**src/rtl/imuc_merge.sv**
```systemverilog
// ----------------------------------------------------------------------------
// imuc_merge: output stage
// Gathers the three lane results into one result transaction and combines
// the per-axis saturation flags.
// ----------------------------------------------------------------------------
module imuc_merge #(
	parameter int MEAS_WIDTH = 20
) (
	input  logic                         clk,
	input  logic                         arst_n,
	input  logic                         lane_valid,
	input  logic                         lane_kind,
	input  logic signed [MEAS_WIDTH-1:0] res_x,
	input  logic signed [MEAS_WIDTH-1:0] res_y,
	input  logic signed [MEAS_WIDTH-1:0] res_z,
	input  logic                         clip_x,
	input  logic                         clip_y,
	input  logic                         clip_z,
	output logic                         room,
	output logic                         out_valid,
	input  logic                         out_ready,
	output logic                         kind,
	output logic signed [MEAS_WIDTH-1:0] out_x,
	output logic signed [MEAS_WIDTH-1:0] out_y,
	output logic signed [MEAS_WIDTH-1:0] out_z,
	output logic                         clipped
);

	logic valid_q;

	assign room      = !valid_q || out_ready;
	assign out_valid = valid_q;

	always_ff @(posedge clk or negedge arst_n) begin
		if (!arst_n) begin
			valid_q <= 1'b0;
		end else if (room) begin
			valid_q <= lane_valid;
		end
	end

	always_ff @(posedge clk) begin
		if (room && lane_valid) begin
			kind    <= lane_kind;
			out_x   <= res_x;
			out_y   <= res_y;
			out_z   <= res_z;
			clipped <= clip_x | clip_y | clip_z;
		end
	end

endmodule

```
**config.mk**
```make
export PLATFORM = sky130hd
export DESIGN_NAME = imuc_merge
export DESIGN_NICKNAME = d
export VERILOG_FILES = /design/src/rtl/imuc_merge.sv
export SDC_FILE = /design/constraint.sdc
export NUM_CORES = 1
export LEC_CHECK = 0
export BUFFER_PORTS_ARGS = -buffer_cell sky130_fd_sc_hd__buf_4
export CAP_MARGIN = 40
export CORE_UTILIZATION = 36
export CTS_CLUSTER_DIAMETER = 30
export DETAILED_ROUTE_END_ITERATION = 8
export GPL_TIMING_DRIVEN = 0
export PLACE_DENSITY = 0.74
export SLEW_MARGIN = 40
export SYNTH_ARGS = -nofsm -noshare
export SYNTH_HDL_FRONTEND = slang
export SYNTH_SLANG_ARGS = --single-unit
```
**constraint.sdc**
```tcl
create_clock -name clk -period 2.3 [get_ports clk]
set_clock_uncertainty 0.15 [all_clocks]
set_input_delay 0.115 -clock clk [delete_from_list [all_inputs] [get_ports clk]]
set_output_delay 0.115 -clock clk [all_outputs]
set_load 0.01 [all_outputs]
```
# Yosys cells after proc, flatten, opt, wreduce, memory -nomap -nowiden
# Index checks and enable logic that the tools add are counted.
classes:
  n_bitwise: 2
  n_reduce_logical: 3
ops:
  columns: ["cell", "count"]
  rows:
  - ["1-bit bitwise OR", 2]
  - ["1-bit logical AND", 1]
  - ["1-bit zero test", 1]
  - ["1-bit logical OR", 1]
word_totals:
  register_bits: 63
  input_bits: 68
  out_inout_bits: 64
  wordCells: 11

# Logic depth before layout (Yosys ltp)
logic_depth:
  depth_word: 3
  depth_mapped: 2
  depth_no_buf: 2

# Worst setup path after synthesis
# No wires, ideal clock.
synth_path:
  kind: "register to register"
  start: "register valid_q, in the netlist out_valid"
  end: "register clipped, enable pin"
  setup_time_ps: 426
  arrival_time_ps: 2009
  required_ps: 1724
  slack_ps: -285
  stages_incl_launch_ff: 3
  path_buffers: 0
  synth_period_minus_slack_ps: 2585
  cell_sequence: "dfrtp_1 -> nand2b_4 -> and2_1"
synth_between:
  elab_chain_len: 3
synth_lines:
  columns: ["item", "line_no", "source"]
  rows:
  - ["from (decl)", "29", "logic valid_q;"]
  - ["from (signal assigned)", "38", "valid_q <= lane_valid;"]
  - ["1-bit zero test", "31", "assign room = !valid_q || out_ready;"]
  - ["1-bit logical OR", "31", null]
  - ["named net room", "19", "output logic room,"]
  - ["1-bit logical AND", "43", "if (room && lane_valid) begin"]
  - ["to (signal assigned)", "48", "clipped <= clip_x | clip_y | clip_z;"]
  - ["to (decl)", "26", "output logic clipped"]
# The timed path passes the listed nets, and every way through them passes these cells.
# A chain may end at the register's enable or synchronous reset.

# Worst setup path after layout
layout_path:
  start: "register valid_q, in the netlist out_valid"
  end: "register out_z[18], enable pin"
layout_between:
  elab_chain_len: 3
layout_lines:
  columns: ["item", "line_no", "source"]
  rows:
  - ["1-bit zero test", "31", null]
  - ["1-bit logical OR", "31", null]
  - ["1-bit logical AND", "43", null]
  - ["to (signal assigned)", "47", "out_z <= res_z;"]
  - ["to (decl)", "25", "output logic signed [MEAS_WIDTH-1:0] out_z,"]
# No other way between the ends.

==> metrics.txt <==
cell family with the largest share of critical-path delay simple AND/OR/NAND/NOR gates; Final ANT Viol Nets 0; GRT Total Usage 18.2%; grt met1 use 16.5%; period utilization 73.9%; startpoint types register; Slowest cell on crit path and2_4; Worst Reg2Reg Path Length in Cells 2; synth-to-layout area growth 103%; clk slew on worst S/H paths 0.07 ns; Vias 1457; Fin Setup TNS 0 ns; R2R Setup Slk 0.60 ns; Resize count post-CTS 0; Rows 26; outcome completed; critical path depth 2; Antenna diodes 0; most common cell after layout, fill and taps aside buf_4; GPL Wtd Cong 0.639; share of post-route cells with drive strength above 1 52.3%; largest net degree at the start of global routing 63; critical path fanouts, max 62; Global Route met2 Usage 33.8%; busiest grt layer met2; Slew @ Worst Pin 0.784 ns; # setup viols final 0; Slew Limit Headroom 47.8%; Worst VDD drop 0.649 mV; hold_buf cts 67; share of the synthesized area in the top cell type 97.0%; NumNets Final 344; hold crit path type in2reg; critical-path cell list nand2b_4 -> and2_4; Remaining Overflow, GRT 0; CTS tree built; initial antenna violation count 0; first-pass GRT wire length 6900 µm; met3 GRT Util 6.16%; Pleak 0.00164 µW; post-synthesis cell area 1920 µm²; minimum clock period 1.70 ns; WP buf/inv 0; DIE AREA 5630 µm²; # Max-Cap Violations 0; DRT Pass-1 Iters 4; synthesized instance count 67; Clock Path Buffers 2; Worst Path Arrival 1.50 ns; TritonCTS sink count 63; Die Y 75.0 µm; PwrDens 722 nW/µm²; IO Pins 132; CTS Root Buffer Type clkbuf_8; Post-CTS Setup Bufs 0; yosys warns 0; DR iter-0 viols 40; setup ws final 0.601 ns; Remaining DRCs 0; fillers 289; max-slew violation count 0; register area share after synthesis 98.3%; syn nets 135; FF/Latch Area 1890 µm²; required time of the critical path 2.10 ns; area of the multi-input gates 35.0 µm²; TritonCTS Buffers 9; Max Freq 589 MHz; Synth area leaders edfxtp_1 (97%), dfrtp_1 (1.3%), nand2b_4 (0.72%); final WL 5030 µm; most frequent cells in the layout buf_4 (131), dlygate4sd3_1 (67), edfxtp_1 (62); Yosys cell types 6; area leader, netlist edfxtp_1; vias in the first global route 1506; initial core utilization 37.6%; FF+latch count, synth 63; Post-Place Worst Slack 0.603 ns; mean number of vias per cell 4.15; Hold Path Stages 2; core area 5110 µm²; Die X 75.0 µm; syn avg cell area 28.6 µm²; CP peak stage delay 0.63 ns; port bufs 131; H-tree depth 3; Fin. Hold Viols 0; critical path endpoint category register; critical setup path kind reg2reg; DR WL/cell 14.3 µm; RSZ-0062 raised after global routing false; clock latency on the worst-skew pair 0.32 ns
==> cell usage after synthesis <==
library cell / n
or3_1: 1
and2_1: 1
edfxtp_1: 62
nand2b_1: 1
nand2b_4: 1
dfrtp_1: 1
==> registers in the layout, indices dropped and copies added, names as in the netlist <==
name and count:
clipped 1, out_valid 1, out_z 20, out_y 20, out_x 20, kind 1
==> final timing paths <==
path,end,startpoint
hold reg to reg,out_z[19]$_DFFE_PP_,out_valid$_DFFE_PN0P_
hold / removal,out_z[13]$_DFFE_PP_,res_z[13]
setup reg to reg,out_z[18]$_DFFE_PP_,out_valid$_DFFE_PN0P_
setup / recovery,out_z[18]$_DFFE_PP_,out_valid$_DFFE_PN0P_
max in group asynchronous,out_valid$_DFFE_PN0P_,arst_n
min in group asynchronous,out_valid$_DFFE_PN0P_,arst_n
==> cell type report <==
type / count / area share, %
flip-flops and latches: 63 / 48.4
repair buffers: 198 / 42.4
clock buffers: 9 / 3.18
clock inverters: 7 / 2.86
well taps: 70 / 2.25
multi-input cells: 4 / 0.899
==> kinds of logic after synthesis <==
kind of cell,synth area share [%]
flip-flops,98.3
AND/OR/NAND/NOR,1.70
==> per-stage QoR <==
stage                     util, %  cells  area [µm²]  total power [µW]  hold slack (ns)
after floorplan                 -     67        1920              1440           -0.331
after global placement       58.6    268        2990              1610           -0.259
after detailed placement     58.6    268        2990              1620           -0.258
after CTS                    76.3    351        3900              2840            0.336
after global routing         76.3    351        3900              2900            0.344
final                        76.3    351        3900              2810            0.355
==> routing by layer <==
layer  routed length, µm  share of wire, %
met1                1730                34
met2                2680                53
met3                 492               9.8
met4                 126               2.5
met5                   0                 0
==> power breakdown <==
part | total, µW | switching [µW] | internal [µW]
Clock | 1120 | 409 | 713
Sequential | 1360 | 18.0 | 1340
Combinational | 336 | 118 | 217
Note: power is estimated with default switching activity, not from simulation.
