[config.mk]
export PLATFORM = sky130hd
export DESIGN_NAME = imuc_lane
export DESIGN_NICKNAME = d
export VERILOG_FILES = /design/src/rtl/imuc_pkg.sv /design/src/rtl/imuc_lane.sv
export SDC_FILE = /design/constraint.sdc
export NUM_CORES = 2
export LEC_CHECK = 0
export ABC_AREA = 1
export BUFFER_PORTS_ARGS = -buffer_cell sky130_fd_sc_hd__buf_2
export CORE_MARGIN = 4
export CORE_UTILIZATION = 65
export CTS_BUF_LIST = sky130_fd_sc_hd__clkbuf_16
export CTS_CLUSTER_DIAMETER = 60
export DETAILED_ROUTE_END_ITERATION = 8
export PLACE_DENSITY = 0.84
export SYNTH_ARGS = -nofsm -noshare
export SYNTH_HDL_FRONTEND = slang
export SYNTH_SLANG_ARGS = --single-unit
[constraint.sdc]
create_clock -name clk -period 14.42 [get_ports clk]
set_clock_uncertainty 0.2 [all_clocks]
set_input_delay 2.884 -clock clk [delete_from_list [all_inputs] [get_ports clk]]
set_output_delay 2.884 -clock clk [all_outputs]
set_load 0.05 [all_outputs]
[src/rtl/imuc_pkg.sv]
// ----------------------------------------------------------------------------
// imuc_pkg: shared types and constants of the IMU error compensator
// Register map codes, sensor kind codes and the load enables that the top
// level hands to each axis lane.
// ----------------------------------------------------------------------------
package imuc_pkg;

	localparam int CFG_IDX_W = 4;

	localparam logic [CFG_IDX_W-1:0] REG_ACCEL_BIAS  = 4'd0;
	localparam logic [CFG_IDX_W-1:0] REG_ACCEL_MIS_A = 4'd1;
	localparam logic [CFG_IDX_W-1:0] REG_ACCEL_MIS_B = 4'd2;
	localparam logic [CFG_IDX_W-1:0] REG_ACCEL_SCALE = 4'd3;
	localparam logic [CFG_IDX_W-1:0] REG_GYRO_BIAS   = 4'd4;
	localparam logic [CFG_IDX_W-1:0] REG_GYRO_MIS_A  = 4'd5;
	localparam logic [CFG_IDX_W-1:0] REG_GYRO_MIS_B  = 4'd6;
	localparam logic [CFG_IDX_W-1:0] REG_GYRO_SCALE  = 4'd7;

	localparam logic KIND_ACCEL = 1'b0;
	localparam logic KIND_GYRO  = 1'b1;

	// Load enables of the pipeline stages that live inside each lane.
	typedef struct packed {
		logic ld2;
		logic ld3;
		logic ld4;
	} lane_en_t;

endpackage

[src/rtl/imuc_lane.sv]
// ----------------------------------------------------------------------------
// imuc_lane: one axis of the compensation datapath
// Two misalignment products, the rounded row sum, the scale product, then
// rounding and saturation of the axis result.
// ----------------------------------------------------------------------------
module imuc_lane #(
	parameter int MEAS_WIDTH = 20,
	parameter int COEF_WIDTH = 16
) (
	input  logic                         clk,
	input  imuc_pkg::lane_en_t           en,
	input  logic signed [MEAS_WIDTH:0]   d_self,
	input  logic signed [MEAS_WIDTH:0]   d_a,
	input  logic signed [MEAS_WIDTH:0]   d_b,
	input  logic signed [COEF_WIDTH-1:0] m_a,
	input  logic signed [COEF_WIDTH-1:0] m_b,
	input  logic signed [COEF_WIDTH-1:0] scale,
	output logic signed [MEAS_WIDTH-1:0] res,
	output logic                         clip
);

	localparam int DW = MEAS_WIDTH + 1;
	localparam int PW = MEAS_WIDTH + COEF_WIDTH + 1;
	localparam int QW = MEAS_WIDTH + 2;
	localparam int VW = MEAS_WIDTH + 3;
	localparam int MW = COEF_WIDTH + VW;
	localparam int SW = MW + 1;

	localparam logic signed [PW:0]   RND_M = (PW+1)'(1) << (COEF_WIDTH - 2);
	localparam logic signed [SW-1:0] RND_S = SW'(1) << (COEF_WIDTH - 3);
	localparam logic signed [SW-1:0] MAXV  = SW'((1 << (MEAS_WIDTH - 1)) - 1);
	localparam logic signed [SW-1:0] MINV  = SW'(-(1 << (MEAS_WIDTH - 1)));

	logic signed [PW-1:0]         pa_s2, pb_s2;
	logic signed [DW-1:0]         d_s2;
	logic signed [COEF_WIDTH-1:0] sc_s2, sc_s3;
	logic signed [VW-1:0]         v_s3;
	logic signed [MW-1:0]         sv_s4;

	logic signed [PW:0]   pa_rnd, pb_rnd;
	logic signed [QW-1:0] qa, qb;
	logic signed [VW-1:0] v_sum;
	logic signed [SW-1:0] r_full;

	always_ff @(posedge clk) begin
		if (en.ld2) begin
			pa_s2 <= m_a * d_a;
			pb_s2 <= m_b * d_b;
			d_s2  <= d_self;
			sc_s2 <= scale;
		end
		if (en.ld3) begin
			v_s3  <= v_sum;
			sc_s3 <= sc_s2;
		end
		if (en.ld4) begin
			sv_s4 <= sc_s3 * v_s3;
		end
	end

	// Arithmetic right shift of a signed value is a floor, so adding half
	// first gives round half up.
	always_comb begin
		pa_rnd = (PW+1)'(pa_s2) + RND_M;
		pb_rnd = (PW+1)'(pb_s2) + RND_M;
		qa     = QW'(pa_rnd >>> (COEF_WIDTH - 1));
		qb     = QW'(pb_rnd >>> (COEF_WIDTH - 1));
		v_sum  = VW'(d_s2) + VW'(qa) + VW'(qb);
	end

	always_comb begin
		r_full = (SW'(sv_s4) + RND_S) >>> (COEF_WIDTH - 2);
		clip   = 1'b0;
		res    = r_full[MEAS_WIDTH-1:0];
		if (r_full > MAXV) begin
			res  = MAXV[MEAS_WIDTH-1:0];
			clip = 1'b1;
		end else if (r_full < MINV) begin
			res  = MINV[MEAS_WIDTH-1:0];
			clip = 1'b1;
		end
	end

endmodule

# Yosys cells after proc, flatten, opt, wreduce, memory -nomap -nowiden
# Cells that the tools add are included.
dict set report classes {
  shift 0
  n_bitwise 0
  n_mux 4
  addsub 5
  n_lt_le_gt_ge 2
  div 0
  eq_ne 0
  reduce_logical 0
  multipliers 3
}
# operator n
set ops {}
lappend ops {{37-bit by 16-bit adder with 37-bit output (second input constant)} 2}
lappend ops {{16-bit by 21-bit multiplier with 37-bit output} 2}
lappend ops {{39-bit by 15-bit adder with 40-bit output (second input constant)} 1}
lappend ops {{20-bit two-way mux} 2}
lappend ops {{16-bit by 23-bit multiplier with 39-bit output} 1}
lappend ops {{26-bit by 20-bit greater-than comparator with 1-bit output (second input constant)} 1}
lappend ops {{26-bit by 20-bit less-than comparator with 1-bit output (second input constant)} 1}
lappend ops {{21-bit by 22-bit adder with 23-bit output} 1}
lappend ops {{23-bit by 22-bit adder with 23-bit output} 1}
lappend ops {{1-bit two-way mux} 2}
dict set report totals {
  romBits 0
  wordCells 21
  ff_bits 189
  ramBits 0
  output_inout_bits 21
  latchBits 0
  in_bits 115
  n_memories 0
}

# Longest topological paths before layout
dict set report depth {
  ltp_word 4
  mapped_depth 29
  ltp_nobuf 27
}

# Worst setup path after synthesis
# OpenSTA, ideal clock, no wires.
dict set report synth_timing {
  kind {in2reg}
  start {input port m_a[1]}
  end {register pa_s2[33], data pin}
  t_required_ps 13968
  path_buffers 2
  path_slack_ps 5965
  setup_time_ps 252
  t_arrival_ps 8003
  cell_stages 22
  path_cell_list {clkbuf_1 > buf_1 > nand2_1 > fa_1 > inv_1 > fa_1 > inv_1 > fa_1 > inv_1 > fa_1 > fa_1 > inv_1 > fa_1 > inv_1 > ha_1 > a21oi_1 > a21boi_0 > o21ai_0 > a31oi_1 > nand2_1 > nand2_1 > nand2_1}
}
dict set report synth_between {
  elab_chain_len 1
}
# item line
set synth_rtl {}
lappend synth_rtl {{from (decl)} imuc_lane.sv:15} ;# input logic signed [COEF_WIDTH-1:0] m_a,
lappend synth_rtl {{16-bit by 21-bit multiplier with 37-bit output} imuc_lane.sv:47} ;# pa_s2 <= m_a * d_a;
lappend synth_rtl {{to (signal assigned)} imuc_lane.sv:47}
lappend synth_rtl {{to (decl)} imuc_lane.sv:34} ;# logic signed [PW-1:0] pa_s2, pb_s2;
# No other way between the ends.
# A chain may end at the register's enable or synchronous reset.

# Worst setup path in the final report
dict set report layout_timing {
  start {input port m_a[4]}
  end {register pa_s2[36], data pin}
}
# The elaborated chain is that of the path after synthesis.

==> results.yml <==
place:
  pre_cts_ws_ns: 5.17
  gp_congestion: 0.978
  port-buffer-count: 135
  hpwl_mm: 97.4
detailed_routing:
  drt_iter0_drc: 3378
  wirelength_mm: 118
  final_antenna_net_count: 0
  wl_met1_mm: 43.0
  route.detailed.drc: 0
  viasPerCell: 5.49
  wl_met3_mm: 11.4
  route.met2.wl_mm: 57.6
  firstDrtPassIters: 6
  wl_per_cell_um: 17.3
  vias: 37546
  top_layer_used: "met5"
synth:
  yosys_warnings: 0
  syn_area_sq_um: 47400
  syn_inst: 5929
  synthDominantCellAreaShare_pct: 44.1
  syn_nets: 7383
  syn_area_per_cell_sq_um: 8.00
  ys_types: 44
  synth_area_leaders: "fa_1 (44%), inv_1 (14%), nand2_1 (12%), edfxtp_1 (9.4%), ha_1 (7.8%)"
  ys_seq_area_share_pct: 9.37
  yosys.area.top_type: "fa_1"
  yosys_register_bits: 148
clock_tree:
  path_clk_slew_ns: 0.08
  cts_tree: "yes"
  htree_levels: 4
  cts.sinks: 148
  cts_buffers: 17
  cts_buffer_depth: 2
  hold_buffers: 0
  insertion_delay_ns: 0.47
  ctsResizeCount: 0
  post_cts_buffers: 0
  clockRootBuffer: "clkbuf_16"
global_route:
  grt_max_degree: 52
  globalRouteTotalUtil_pct: 31.7
  antenna_found_initial: 10
  overflow: 0
  grt_pass1_wl_mm: 198
  grt_pass1_vias: 40250
floorplanning:
  initial_core_util_pct: 66.0
  die-width_um: 278
  rows: 98
  fp.dieArea_sq_um: 77400
  fp.coreArea_sq_um: 71900
  die_height_um: 278
  io_pins: 136
cells_and_area:
  area.sequential_sq_um: 4440
  fill_cells: 5720
  drive_gt1_share_pct: 3.75
  multiInputGateArea_sq_um: 35500
  nets: 7329
  syn_to_final_growth_pct: 3.51
critical_path:
  critPathRequiredTime_ns: 14.44
  endpoint_kind: "flip-flop"
  crit_type: "input port to flip-flop"
  worstPathMaxFanout: 21
  cp.arrival_ns: 8.99
  start_kind: "input port"
sta:
  max_freq_mhz: 111
  setup_slack_ns: 5.45
  setup_tns_ns: 0
  period_share_pct: 62.2
  tightest_slew_ns: 1.29
  rsz0062_at_grt: "no"
  fin_crit_ns: 8.97
  drv_slew: 0
  setup_viol: 0
  finalHoldViolCount: 0
  slew_headroom_pct: 14.3
flow_run:
  cap_violations: 0
status:
  status: "complete, no violations"
hold_path:
  hp-class: "flip-flop to flip-flop"
[critical path, cell delays in order]
cell,delay (ns)
buf_2,0.38
nand2_1,0.24
fa_1,0.59
inv_1,0.07
fa_1,0.79
inv_1,0.12
fa_1,0.50
fa_1,0.56
fa_1,0.42
fa_1,0.49
inv_1,0.04
ha_1,0.33
nand2_1,0.11
nor2_1,0.31
nand2_1,0.24
nor2_1,0.41
nand3_1,0.28
nand3b_1,0.16
nand2_1,0.06
[worst paths after layout]
check / startpoint / to / slack (ns) / cells past startpoint
min: sc_s2[13]$_DFFE_PP_ / sc_s3[13]$_DFFE_PP_ / 0.22 / 0
min reg2reg: sc_s2[13]$_DFFE_PP_ / sc_s3[13]$_DFFE_PP_ / 0.22 / 0
max: m_a[4] / pa_s2[36]$_DFFE_PP_ / 5.45 / 19
max reg2reg: sc_s3[2]$_DFFE_PP_ / sv_s4[23]$_DFFE_PP_ / 7.44 / 23
[flip-flops by register name, indices dropped and copies added, names as in the netlist]
signal,flops
sv_s4,26
pa_s2,23
pb_s2,23
v_s3,23
d_s2,21
sc_s2,16
sc_s3,16
[cell families after synthesis]
logic type      after synthesis  synth area share (%)
flops                       148                  9.37
simple gates               2026                  17.0
buf+inv                    1997                  15.9
xor+xnor                    134                  2.47
fa+ha+maj                  1339                  51.8
compound gates              285                  3.42
[stage by stage]
step	cell area, sq um	hold slack, ns	cells	utilization (%)
5_1_grt	49100	0.227	6843	68.3
4_1_cts	49100	0.218	6838	68.3
6_report	49100	0.223	6845	68.3
3_3_place_gp	48500	0.202	6806	67.5
2_1_floorplan	47400	0.200	5929	-
3_5_place_dp	48500	0.205	6806	67.5
[placed cells by master, fill, tap and decap left out, drive strengths merged, types with 10 or more instances in the layout]
master,netlist,final
o21a,10,10
fa,1044,1044
nor3,27,27
buf,7,137
nand4,22,22
a31oi,16,16
or2,18,18
inv,1787,1796
a21o,23,23
o21bai,14,14
nor2,279,279
o21ai,74,74
xnor2,38,38
edfxtp,148,148
nand3,99,99
ha,295,295
nand2,1550,1550
clkbuf,203,17
nor4,15,15
xor2,96,96
a21oi,126,126
[synthesized netlist by cell type (all sizes together)]
master / n
o21a: 10
a211oi: 4
and2: 4
and3: 8
a21oi: 126
nor3: 27
fa: 1044
buf: 7
clkbuf: 203
a31oi: 16
ha: 295
o221ai: 1
a31o: 1
xor2: 96
a21o: 23
edfxtp: 148
o211ai: 3
nand2: 1550
o31ai: 4
o22ai: 1
or2: 18
xnor2: 38
o21ai: 74
nand3b: 3
nand3: 99
o21bai: 14
and3b: 1
a21boi: 8
nor4: 15
inv: 1787
nor2: 279
nand4: 22
[final cells by class]
cell class / instances / area share (%)
multi-input cells: 3784 / 72.2
inverters: 1787 / 13.7
flip-flops and latches: 148 / 9.05
well taps: 950 / 2.42
repair buffers: 137 / 1.41
clock buffers: 17 / 0.866
clock inverters: 15 / 0.324
diodes: 7 / 0.0357
[per-layer routing]
layer	global-route usage, %	up-vias
met5	0	-
met2	53.3	2014
met1	40.9	18297
met4	13.9	4
li1	-	16749
met3	5.22	482
Power is left out: the tool's default activity adds up to more than one toggle a clock period on the data nets, which glitch-free logic cannot reach.
